File: src/hdl/sbq_pkg.sv
// Types, widths and register codes shared by the stereo biquad filter.
package sbq_pkg;

	localparam int SAMPLE_BITS = 24;
	localparam int COEF_BITS   = 26;
	localparam int CFG_DATA_W  = 32;
	localparam int CFG_ADDR_W  = 5;
	localparam int REG_IDX_W   = 3;
	localparam int QUEUE_DEPTH = 2;
	localparam int QPTR_W      = 1;

	// Register indexes (byte address is four times the index)
	localparam logic [REG_IDX_W-1:0] REG_ENABLE  = 3'd0;
	localparam logic [REG_IDX_W-1:0] REG_COEF_A0 = 3'd1;
	localparam logic [REG_IDX_W-1:0] REG_COEF_A1 = 3'd2;
	localparam logic [REG_IDX_W-1:0] REG_COEF_A2 = 3'd3;
	localparam logic [REG_IDX_W-1:0] REG_COEF_B1 = 3'd4;
	localparam logic [REG_IDX_W-1:0] REG_COEF_B2 = 3'd5;

	typedef logic signed [SAMPLE_BITS-1:0] sample_t;
	typedef logic signed [COEF_BITS-1:0]   coef_t;

	typedef struct packed {
		sample_t sample_in;
		logic    channel;
		logic    buffer_end;
	} in_item_t;

	typedef struct packed {
		sample_t sample_out;
		logic    channel_out;
		logic    buffer_end_out;
	} out_item_t;

	// Classified item handed from the front end to the filter engine
	typedef struct packed {
		sample_t sample;
		logic    channel;
		logic    buffer_end;
		logic    filt;
		logic    ch_eff;
	} job_t;

	typedef struct packed {
		coef_t a0;
		coef_t a1;
		coef_t a2;
		coef_t b1;
		coef_t b2;
	} coef_set_t;

	// Queue status seen by both sides
	typedef struct packed {
		logic full;
		logic empty;
	} queue_stat_t;

endpackage

File: src/hdl/sbq_queue.sv
// Two-entry queue between the front end and the filter engine.
module sbq_queue (
	input  logic                 clk,
	input  logic                 arst_n,
	input  logic                 push,
	input  sbq_pkg::job_t        push_data,
	input  logic                 pop,
	output sbq_pkg::job_t        pop_data,
	output sbq_pkg::queue_stat_t qstat
);

	sbq_pkg::job_t                  mem_q [sbq_pkg::QUEUE_DEPTH];
	logic [sbq_pkg::QPTR_W-1:0]     wr_ptr_q;
	logic [sbq_pkg::QPTR_W-1:0]     rd_ptr_q;
	logic [sbq_pkg::QPTR_W:0]       count_q;

	assign qstat.full  = (count_q == (sbq_pkg::QPTR_W+1)'(sbq_pkg::QUEUE_DEPTH));
	assign qstat.empty = (count_q == '0);
	assign pop_data    = mem_q[rd_ptr_q];

	// Advance pointers and track the fill level
	always_ff @(posedge clk or negedge arst_n) begin
		if (!arst_n) begin
			wr_ptr_q <= '0;
			rd_ptr_q <= '0;
			count_q  <= '0;
		end else begin
			if (push) begin
				wr_ptr_q <= wr_ptr_q + 1'b1;
			end
			if (pop) begin
				rd_ptr_q <= rd_ptr_q + 1'b1;
			end
			if (push && !pop) begin
				count_q <= count_q + 1'b1;
			end else if (pop && !push) begin
				count_q <= count_q - 1'b1;
			end
		end
	end

	// Store the incoming item
	always_ff @(posedge clk) begin
		if (push) begin
			mem_q[wr_ptr_q] <= push_data;
		end
	end

endmodule

File: config.mk
export PLATFORM = sky130hd
export DESIGN_NAME = sbq_queue
export DESIGN_NICKNAME = d
export VERILOG_FILES = /design/src/hdl/sbq_pkg.sv /design/src/hdl/sbq_queue.sv
export SDC_FILE = /design/constraint.sdc
export NUM_CORES = 1
export LEC_CHECK = 0
export ABC_AREA = 1
export ABC_CLOCK_PERIOD_IN_PS = 2800
export BUFFER_PORTS_ARGS = -buffer_cell sky130_fd_sc_hd__buf_2
export CORE_MARGIN = 5
export CORE_UTILIZATION = 51
export DETAILED_ROUTE_END_ITERATION = 6
export GPL_ROUTABILITY_DRIVEN = 0
export PLACE_DENSITY = 0.78
export SLEW_MARGIN = 15
export SYNTH_ARGS = -nofsm -noshare
export SYNTH_HDL_FRONTEND = slang
export SYNTH_SLANG_ARGS = --single-unit
File: constraint.sdc
create_clock -name clk -period 2.8 [get_ports clk]
set_input_delay 0.14 -clock clk [delete_from_list [all_inputs] [get_ports clk]]
set_output_delay 0.14 -clock clk [all_outputs]
set_load 0.05 [all_outputs]
==> impl_metrics.csv <==
group,metric,value,unit
run_status,outcome,"finished clean",
global_routing,grt_busiest_layer,"met2",
die,rows,24,
detailed_routing,drt_iter0_markers,73,
place,port_buffers,61,
setup_path,worstPathBufferInverterCount,2,
die,fp.dieW,76.8,um
synthesis,syn_area_per_cell,20.3,um2
finish,area.growth.synth_to_final,36.7,%
detailed_routing,via_per_inst,4.93,
synthesis,synth_cell_types,15,
timing,fin_setup_tns,0,ns
die,core,0.00435,mm2
cts,clkSinkCount,60,
finish,mostFrequentLayoutCell,"buf_2",
min_path,hold_path_depth,2,
cts,worstSkewPairLatency,0.32,ns
timing,timing.final.crit_share,73.2,%
place,hpwl,2910,um
min_path,hp-class,"in -> reg",
setup_path,endpoint_kind,"output pin",
setup_path,reg2reg_slack,1.33,ns
setup_path,crit_chain,"buf_4 -> mux2_2 -> buf_2",
synthesis,synth_area_leaders,"edfxtp_1 (74%), mux2_2 (8.9%), mux2_4 (6.6%)",
synthesis,synthCells,112,
die,start_util,52.2,%
cts,cts_tree,"yes",
setup_path,cp_max_fo,20,
setup_path,cp_data_arrival_time,1.91,ns
synthesis,yosys_register_bits,60,
timing,period_needed,2.05,ns
setup_path,r2r_start,"wr_ptr_q",
global_routing,antenna_found_initial,0,
timing,tightest_slew,0.414,ns
setup_path,crit_family,"buffers and inverters",
pwr,peakVddDrop,0.669,mV
synthesis,synth_top_area_share,73.9,%
job,cap_viol_max_count,0,
global_routing,grt_pass1_vias,1517,
detailed_routing,drt_pass1_iterations,4,
global_routing,grtUsageMet1,17.1,%
setup_path,reg2regPathDepth,2,
synthesis,synth.largest_area_cell,"edfxtp_1",
min_path,min-delay-start,"push",
detailed_routing,drtAntennaViolNets,0,
cts,h-tree-depth,3,
pwr,p_int,2.03,mW
die,io_pins,62,
finish,fillers,277,
cts,clkSlewWorstSetupHoldPaths,0.06,ns
global_routing,gr-total-overflow,0,
synthesis,ys_warn_count,0,
die,die_h,76.8,um
cts,cts_buffers,9,
timing,setup_violations,0,
pwr,comb_power_share,41.7,%
timing,slew_headroom,72.4,%
timing,hold_violations,0,
finish,fin_util,71.4,%
finish,num-nets-final,247,
setup_path,crit_path_top_delay_cell,"dfrtp_1",
pwr,switching_share,40.1,%
detailed_routing,vias,1330,
min_path,hold_end,"wr_ptr_q",
cts,root_buffer,"clkbuf_8",
die,die_area,0.00590,mm2
finish,mostFrequentLayoutCells,"buf_2 (61), edfxtp_1 (56), dlygate4sd3_1 (30)",
setup_path,critPathLaunch,"rd_ptr_q",
global_routing,grt_util_all_layers,15.9,%
synthesis,synthesis.area,0.00227,mm2
detailed_routing,drc,0,
detailed_routing,wl_per_cell,16.4,um
setup_path,worstPathRequired,2.66,ns
timing,fmax,0.488,GHz
timing,slew_viol_final,0,
timing,rsz0062_at_grt,"no",
finish,n_antenna_cell,0,
setup_path,crit_type,"reg -> out",
pwr,pwr-share-seq,38.0,%
global_routing,grt_pass1_wl,7100,um
pwr,clkPwrFrac,20.3,%
synthesis,synth_nets,145,
cts,clockBufferDepth,2,
setup_path,cp_slowest_stage_delay,0.59,ns
finish,layout-drive-gt1-share,47.7,%
detailed_routing,routed_wl,4430,um
global_routing,grtUsageMet3,6.44,%
setup_path,reg2reg_to,"mem_q[0][1]",
global_routing,grt_max_degree,22,
pwr,p_switching,1.36,mW
setup_path,worst_setup_path_start_kind,"flip-flop",
pwr,power_density,1090,mW/mm2
pwr,leakagePower,1.27,nW
synthesis,ys_seq_area_share,78.3,%
global_routing,grt_util_met2,26.9,%
timing,fin_worst_skew,0.00653,ns
-- cells by family after synthesis --
kind of cell	count (synthesis)	synth area share, %
xor gates and xnor gates	3	1.16
adders and majority gates	1	0.550
buffers and inverters	10	2.64
DFF	60	78.3
muxes	28	15.5
and+or+nand+nor	10	1.82
-- area by class of cell --
type | count | area [um2] | share of cell area, %
multi-input combinational | 42 | 435 | 14.0
clock buffer | 12 | 135 | 4.34
timing repair buffer | 94 | 628 | 20.2
clock inverter | 3 | 38.8 | 1.25
sequential | 60 | 1780 | 57.3
tap | 52 | 65.1 | 2.09
inverter | 7 | 26.3 | 0.845
-- what timing repair did --
item / in CTS / in global routing
setup endpoints to repair: 0 / 0
hold buffers: 30 / 0
gates resized for setup: 0 / 0
buffers inserted: 0 / 0
endpoints found under the hold margin: 61 / 0
-- layer usage --
layer  share of wire, %  vias to the layer above
met5                  0                        -
met4                1.7                        0
met3                8.2                        7
met2                 51                       61
met1                 39                      632
li1                   -                      630
-- flip-flops by register name, indices dropped and copies added, names as in the netlist --
signal	count
wr_ptr_q	1
rd_ptr_q	1
count_q	2
mem_q	56
-- synth_stat cells --
cell      instances
buf_4             1
nor2_1            3
buf_6             1
dfrtp_1           4
xnor2_1           1
mux2_4           10
nand3_1           1
inv_1             7
buf_8             1
ha_1              1
xor2_1            2
nand2_1           5
nand4_1           1
edfxtp_1         56
mux2_2           18
-- per-stage QoR --
step	setup WS (ns)	area [um2]	cells	total power [mW]	hold WS [ns]
2_1_floorplan	0.787	2270	112	2.43	-0.156
3_3_place_gp	1.13	2640	225	2.65	-0.0500
3_5_place_dp	1.11	2640	225	2.69	-0.0431
4_1_cts	0.724	3110	270	3.43	0.0248
5_1_grt	0.645	3110	270	3.54	0.0552
6_report	0.749	3110	270	3.39	0.0671
-- worst max-delay path by stage --
stage	end	slack, ns	cells after the start
after floorplan	mem_q[0][0]	0.79	1
after global placement	pop_data[12]	1.13	3
after detailed placement	pop_data[12]	1.11	3
after CTS	pop_data[12]	0.72	3
after global routing	pop_data[13]	0.64	3
final	pop_data[12]	0.75	3
-- power by group through the flow --
| stage | Combinational, mW | Sequential [mW] | Clock [mW] |
|---|---|---|---|
| final | 1.41 | 1.29 | 0.690 |
| after detailed placement | 1.39 | 1.30 | 0 |
| after global placement | 1.36 | 1.29 | 0 |
| after global routing | 1.48 | 1.30 | 0.757 |
| after floorplan | 1.17 | 1.26 | 0 |
| after CTS | 1.43 | 1.29 | 0.717 |
Note: power is estimated with default switching activity, not from simulation.
