## src/hdl/sbq_pkg.sv

```systemverilog
// Types, widths and register codes shared by the stereo biquad filter.
package sbq_pkg;

	localparam int SAMPLE_BITS = 24;
	localparam int COEF_BITS   = 26;
	localparam int CFG_DATA_W  = 32;
	localparam int CFG_ADDR_W  = 5;
	localparam int REG_IDX_W   = 3;
	localparam int QUEUE_DEPTH = 2;
	localparam int QPTR_W      = 1;

	// Register indexes (byte address is four times the index)
	localparam logic [REG_IDX_W-1:0] REG_ENABLE  = 3'd0;
	localparam logic [REG_IDX_W-1:0] REG_COEF_A0 = 3'd1;
	localparam logic [REG_IDX_W-1:0] REG_COEF_A1 = 3'd2;
	localparam logic [REG_IDX_W-1:0] REG_COEF_A2 = 3'd3;
	localparam logic [REG_IDX_W-1:0] REG_COEF_B1 = 3'd4;
	localparam logic [REG_IDX_W-1:0] REG_COEF_B2 = 3'd5;

	typedef logic signed [SAMPLE_BITS-1:0] sample_t;
	typedef logic signed [COEF_BITS-1:0]   coef_t;

	typedef struct packed {
		sample_t sample_in;
		logic    channel;
		logic    buffer_end;
	} in_item_t;

	typedef struct packed {
		sample_t sample_out;
		logic    channel_out;
		logic    buffer_end_out;
	} out_item_t;

	// Classified item handed from the front end to the filter engine
	typedef struct packed {
		sample_t sample;
		logic    channel;
		logic    buffer_end;
		logic    filt;
		logic    ch_eff;
	} job_t;

	typedef struct packed {
		coef_t a0;
		coef_t a1;
		coef_t a2;
		coef_t b1;
		coef_t b2;
	} coef_set_t;

	// Queue status seen by both sides
	typedef struct packed {
		logic full;
		logic empty;
	} queue_stat_t;

endpackage

```

## src/hdl/sbq_front.sv

```systemverilog
// Front end: accepts samples, classifies them and hands them to the queue.
module sbq_front #(
	parameter int NUM_CHANNELS = 2
) (
	input  logic              clk,
	input  logic              arst_n,
	input  logic              enable,
	input  logic              sample_valid,
	output logic              sample_ready,
	input  sbq_pkg::in_item_t sample,
	output logic              push,
	output sbq_pkg::job_t     push_data,
	input  sbq_pkg::queue_stat_t qstat
);

	localparam logic MULTI_CH = (NUM_CHANNELS > 1);

	logic          valid_q;
	sbq_pkg::job_t job_q;
	sbq_pkg::job_t job_new;
	logic          take;

	// Classify: filter or pass, and which history set to use
	always_comb begin
		job_new.sample     = sample.sample_in;
		job_new.channel    = sample.channel;
		job_new.buffer_end = sample.buffer_end;
		job_new.filt       = enable;
		job_new.ch_eff     = MULTI_CH ? sample.channel : 1'b0;
	end

	assign push         = valid_q && !qstat.full;
	assign sample_ready = !valid_q || !qstat.full;
	assign take         = sample_valid && sample_ready;
	assign push_data    = job_q;

	// Hold one classified item until the queue takes it
	always_ff @(posedge clk or negedge arst_n) begin
		if (!arst_n) begin
			valid_q <= 1'b0;
		end else if (take) begin
			valid_q <= 1'b1;
		end else if (push) begin
			valid_q <= 1'b0;
		end
	end

	always_ff @(posedge clk) begin
		if (take) begin
			job_q <= job_new;
		end
	end

endmodule

```

## config.mk

```make
export PLATFORM = sky130hd
export DESIGN_NAME = sbq_front
export DESIGN_NICKNAME = d
export VERILOG_FILES = /design/src/hdl/sbq_pkg.sv /design/src/hdl/sbq_front.sv
export SDC_FILE = /design/constraint.sdc
export NUM_CORES = 1
export LEC_CHECK = 0
export BUFFER_PORTS_ARGS = -buffer_cell sky130_fd_sc_hd__buf_2
export CAP_MARGIN = 20
export CORE_MARGIN = 2
export CORE_UTILIZATION = 39
export CTS_CLUSTER_DIAMETER = 30
export DETAILED_ROUTE_END_ITERATION = 8
export PLACE_DENSITY = 0.8
export SLEW_MARGIN = 20
export SYNTH_ARGS = -nofsm -noshare
export SYNTH_HDL_FRONTEND = slang
export SYNTH_SLANG_ARGS = --single-unit
```

## constraint.sdc

```tcl
create_clock -name clk -period 2.5 [get_ports clk]
set_input_delay 0.125 -clock clk [delete_from_list [all_inputs] [get_ports clk]]
set_output_delay 0.125 -clock clk [all_outputs]
set_load 0.02 [all_outputs]
```

==> metrics, run 1 <==
run status=finished clean; accumulated negative setup slack=0 ns; total of hold buffers inserted after clock tree synthesis=28; Critical Path End Type=flip-flop; kind of cell adding the most delay to the critical path=compound AO/OA/AOI/OAI gates; Post-Synthesis Cells=33; vertical die dimension=51.19 um; full die area=2620 um2; mean number of vias per cell=4.377; horizontal extent of the die=51.19 um; main flop type after synthesis=sky130_fd_sc_hd__edfxtp_1; origin of the critical flop-to-flop path=valid_q$_DFFE_PN0P_; Clock Tree Buf Depth=2; yosys warns=0; area delta synth->final=75.50%; clock root cell=sky130_fd_sc_hd__clkbuf_4; detailed placer's ending HPWL=1217 um; fill count=139; antenna fix cells=0; core outline area=2148 um2; start point of the worst hold path=qstat[1]; clock network latency to the later pin of the worst-skew pair=0.33 ns; total area of sequential cells=835.8 um2; clock slew at reported path FFs=0.12 ns; via count of the first global-routing pass=633; max_cap viols=0; Max-slew headroom=59.82%; final setup violating endpoints=0; detailed-route via count=674; transition at the pin with the smallest max-transition slack=0.5991 ns; layout cell share with drive strength beyond 1=51.59%; maximum clock frequency=0.6269 GHz; pin count of the biggest net entering global routing=18; Bufs and invs on worst path=1; final wirelength=2210 um; Worst Hold Class=primary input to flip-flop; first-pass iteration count of the detailed router=4; Cell Chain, Critical Path=a21boi_2 > buf_4; worst-path maximum fanout=17; power per standard cell area=570.5 nW/um2; footprint of the multi-input gates=28.78 um2; number of storage elements in the synthesis netlist=28; portion of the clock cycle consumed by the worst path in the final layout=63.80%; Worst EP required=2.53 ns; placement row count=17; Resize count post-CTS=0; Register-to-Register Setup Slack=0.90 ns; final count of hold timing violations=0; post-synthesis net count=65; startpoint types=flip-flop; CP Capture Point=push_data[21]$_DFFE_PP_; depth of the worst register-to-register path=2; proportion of synthesized chip area in sequential cells=96.25%; RSZ-0062 raised after global routing=false; synth unique cells=7; CP max stage delay=0.51 ns; post-synthesis async set-or-reset flop share=3.571%; first-pass GRT wire length=3070 um; reg-to-reg critical path endpoint=push_data[21]$_DFFE_PP_; combined area of all synthesized cells=868.3 um2; cell type contributing the most total cell area after synthesis=sky130_fd_sc_hd__edfxtp_1; Arrival @ worst endpoint=1.62 ns; CTS sink count=28; Starting Density=40.42%; Max Clock Skew=0.01224 ns; Routed Antenna Nets=0; remaining design rule violation count=0; number of synthesized flops with an enable pin=27; worst-case vdd ir drop=0.2838 mV; top post-synthesis cells by area=sky130_fd_sc_hd__edfxtp_1 93%, sky130_fd_sc_hd__dfrtp_1 2.9%, sky130_fd_sc_hd__a21boi_1 0.86%; overall power consumption=0.8694 mW; CP Launch Point=valid_q$_DFFE_PN0P_; global router's overall resource usage=18.39%; last weighted congestion value of the routability-driven placer=0.6275; antenna violations before repair=0; detailed-route wire length per cell=14.35 um; total gr overflow=0; detailed router's first-iteration violation count=10; number of buffer cells added on primary ports=60; Post-Synthesis Mean Instance Area=26.31 um2; number of setup buffers added after CTS=0; CP max stage cell=sky130_fd_sc_hd__a21boi_2; number of gates on the worst path with buffers counted=2; final slew viol count=0; clock tree from TritonCTS=yes; area share of the largest cell type after synthesis=93.37%; CP Class=flip-flop to flip-flop; final-stage net count=159; post-layout min period=1.595 ns; most used standard cell by instance count after synthesis=sky130_fd_sc_hd__edfxtp_1; Inserted Clock Buffers=3; Lkg Pwr=0.6593 nW; boundary pin count=62; H-tree levels=1
==> worst min path at each step <==
stage	endpoint	slack, ns	cells past startpoint
2_1_floorplan	valid_q$_DFFE_PN0P_	-0.17	0
3_3_place_gp	valid_q$_DFFE_PN0P_	-0.10	1
3_5_place_dp	valid_q$_DFFE_PN0P_	-0.09	1
4_1_cts	valid_q$_DFFE_PN0P_	0.0003	2
5_1_grt	valid_q$_DFFE_PN0P_	0.07	2
6_report	valid_q$_DFFE_PN0P_	0.07	2
==> cell families (layout without fill, tap and decap cells) <==
kind of cell           count (synthesis)  after routing  synth area share (%)
flip-flops                            28             28                 96.25
AO/OA/AOI/OAI                          2              2                 1.730
AND/OR/NAND/NOR                        2              2                 1.153
buffers and inverters                  1             94                0.8649
==> report_power, final <==
part           total, mW  internal (mW)  switching, mW
Sequential         0.552          0.545        0.00723
Clock              0.180         0.0586          0.122
Combinational      0.137         0.0665         0.0705
==> through the flow <==
| step | setup slack [ns] | cell area, um2 | cells | hold WS (ns) | util, % |
|---|---|---|---|---|---|
| 6_report | 0.9049 | 1524 | 154 | 0.07031 | 70.94 |
| 5_1_grt | 0.8154 | 1524 | 154 | 0.07478 | 70.94 |
| 4_1_cts | 0.9118 | 1514 | 153 | 0.0002719 | 70.47 |
| 3_5_place_dp | 0.9241 | 1207 | 121 | -0.09260 | 56.20 |
| 3_3_place_gp | 0.9742 | 1207 | 121 | -0.1005 | 56.20 |
| 2_1_floorplan | 0.4081 | 868.3 | 33 | -0.1706 | - |
==> worst register-to-register path, stage by stage (launching register included) <==
cell and delay [ns]:
sky130_fd_sc_hd__dfrtp_1 0.44, sky130_fd_sc_hd__a21boi_2 0.51, sky130_fd_sc_hd__buf_4 0.35
==> routing by layer <==
layer	part of all wire, %	global-route usage (%)	routed length [um]
met1	36	18.05	798
met2	52	33.33	1160
met3	9.3	5.848	206
met4	2.0	10.81	44
met5	0	0	0
==> final cells by class <==
class | count | area share (%)
multi-input cells | 4 | 1.888
flip-flops and latches | 28 | 54.84
clock inverters | 1 | 0.2463
clock buffers | 3 | 1.478
repair buffers | 90 | 39.24
well taps | 28 | 2.299
==> cell usage in the layout (no fill, tap or decap), drive strengths merged <==
cell type,n
a21boi,1
a21o,1
buf,61
clkbuf,3
clkinv,1
dfrtp,1
dlygate4sd3,29
edfxtp,27
nand2,1
nor2b,1
==> state kept, by name (all words and copies together), names as in the netlist <==
| name | cells |
|---|---|
| push_data | 27 |
| valid_q | 1 |
(Power assumes the default switching activity.)
==> run 2: changes to the inputs <==
Settings changed: CORE_UTILIZATION 39 to 35, PLACE_DENSITY 0.8 to 0.76.
Clock period 2.5 ns to 1.29 ns, I/O delays scaled along.
==> run 2 against run 1 <==
  * Core utilization shrank 6.8 points
  * Clock skew decreased by 0.0095 ns
  * Via count decreased by 0.45%
  * Largest cell class unchanged
  * Highest routed layer unchanged
  * Sequential power rose by 94%
  * Worst hold slack got worse by 0.031 ns
  * Design area rose by 1.5%
  * Largest power group unchanged
==> metrics, run 2 (same netlist as run 1, synthesis figures left out) <==
number of buffer cells added on primary ports=60; max_cap viols=0; top library cells by usage in the layout, fill and taps aside=60 x sky130_fd_sc_hd__buf_2, 29 x sky130_fd_sc_hd__dlygate4sd3_1, 27 x sky130_fd_sc_hd__edfxtp_1, 3 x sky130_fd_sc_hd__clkbuf_4; core utilization of the finished layout=64.17%; kind of cell adding the most delay to the critical path=flip-flops; worst-path maximum fanout=4; fill count=170; clock slew at reported path FFs=0.13 ns; first-pass GRT wire length=3049 um; first-pass iteration count of the detailed router=3; global router's overall resource usage=15.71%; detailed-route wire length per cell=13.12 um; post-layout min period=1.160 ns; final setup violating endpoints=0; overall power consumption=1.677 mW; boundary pin count=62; H-tree levels=1; clock network latency to the later pin of the worst-skew pair=0.31 ns; start point of the worst hold path=qstat[1]; Critical Path End Type=primary output; vertical die dimension=53.81 um; flip-flop count of the largest register, all copies and words added=27; most frequent standard cell in the layout excluding fill and tap cells=sky130_fd_sc_hd__buf_2; final-stage net count=159; origin of the critical flop-to-flop path=valid_q$_DFFE_PN0P_; total gr overflow=0; power per standard cell area=1085 nW/um2; Max-slew headroom=87.71%; clock tree from TritonCTS=yes; Hold Path Cell Cnt=2; Lkg Pwr=0.6681 nW; portion of the clock cycle consumed by the worst path in the final layout=89.95%; Worst Hold Class=primary input to flip-flop; remaining design rule violation count=0; pin count of the biggest net entering global routing=28; antenna fix cells=0; endpoint of the worst hold-timing path=valid_q$_DFFE_PN0P_; Worst EP required=1.23 ns; Starting Density=36.03%; accumulated negative setup slack=0 ns; layout cell share with drive strength beyond 1=51.59%; detailed-route via count=671; antenna violations before repair=0; last weighted congestion value of the routability-driven placer=0.6137; area delta synth->final=78.10%; via count of the first global-routing pass=697; Max Clock Skew=0.002757 ns; worst-case vdd ir drop=0.8219 mV; Arrival @ worst endpoint=1.10 ns; run status=finished clean; detailed router's first-iteration violation count=4; post-placement cell area=1230 um2; final wirelength=2047 um; full die area=2896 um2; Inserted Clock Buffers=3; CP Class=flip-flop to primary output; Cell Chain, Critical Path=nor2b_1 > buf_2; RSZ-0062 raised after global routing=false; core outline area=2410 um2; reg-to-reg critical path endpoint=push_data[10]$_DFFE_PP_; CP max stage cell=sky130_fd_sc_hd__dfrtp_1; CP max stage delay=0.46 ns; Design Area, Final=1546 um2; placement row count=18; startpoint types=flip-flop; mean number of vias per cell=4.301; horizontal extent of the die=53.81 um; CTS sink count=28; maximum clock frequency=0.8618 GHz; Routed Antenna Nets=0; Bufs and invs on worst path=1; final slew viol count=0; final count of hold timing violations=0; transition at the pin with the smallest max-transition slack=0.1843 ns; Register-to-Register Setup Slack=0.17 ns; depth of the worst register-to-register path=2; Clock Tree Buf Depth=2; clock root cell=sky130_fd_sc_hd__clkbuf_4
[run 2: cell counts in the layout (fill, tap and decap cells not counted)]
No cell type changed its count.
[run 2: worst max path at each step]
stage                        startpoint  cells past startpoint                      end
CTS                 valid_q$_DFFE_PN0P_                      2                     push
finish              valid_q$_DFFE_PN0P_                      2                     push
floorplan           valid_q$_DFFE_PN0P_                      1  push_data[10]$_DFFE_PP_
global placement    valid_q$_DFFE_PN0P_                      2   push_data[8]$_DFFE_PP_
global route        valid_q$_DFFE_PN0P_                      2                     push
detailed placement  valid_q$_DFFE_PN0P_                      2  push_data[23]$_DFFE_PP_
[run 2: metrics by stage]
stage          instances  setup WS [ns]  hold slack (ns)
3_5_place_dp         123         0.1852          -0.1584
3_3_place_gp         123         0.2252          -0.1605
4_1_cts              156         0.1165          0.02246
5_1_grt              156        0.03057          0.03018
6_report             156         0.1297          0.03981
2_1_floorplan         33       -0.04352          -0.2311
[run 2: cell type report]
type / count / area [um2] / area share, %
clock inverters: 1 / 3.754 / 0.2427
well taps: 30 / 37.54 / 2.427
clock buffers: 3 / 22.52 / 1.456
flip-flops and latches: 28 / 835.8 / 54.05
multi-input cells: 4 / 36.28 / 2.346
repair buffers: 90 / 610.6 / 39.48
[run 2: where the power goes]
group / internal [mW] / leakage, nW / total [mW] / switching, mW
clock network: 0.113 / 0.0154 / 0.338 / 0.225
logic: 0.136 / 0.385 / 0.270 / 0.134
registers: 1.06 / 0.268 / 1.07 / 0.0139
[run 2: worst reg2reg max path, delay by kind of cell, from the launching register on]
family | cells | cell delay (ns)
AO/OA/AOI/OAI | 1 | 0.17
buffers and inverters | 1 | 0.20
flip-flops | 1 | 0.46
[run 2: layer usage]
metal  vias to the layer above  global-route usage, %  share of wire (%)
met5                         -                      0                  0
met4                         0                  7.692               0.83
met3                         2                  5.278                 11
met2                        41                  26.42                 51
met1                       315                  17.78                 37
li1                        313                      -                  -
[run 2: timing repair]
item                      CTS  global route
buffers inserted            0             0
hold endpoints to repair   29             0
gates resized for setup     0             0
hold buffers               29             0
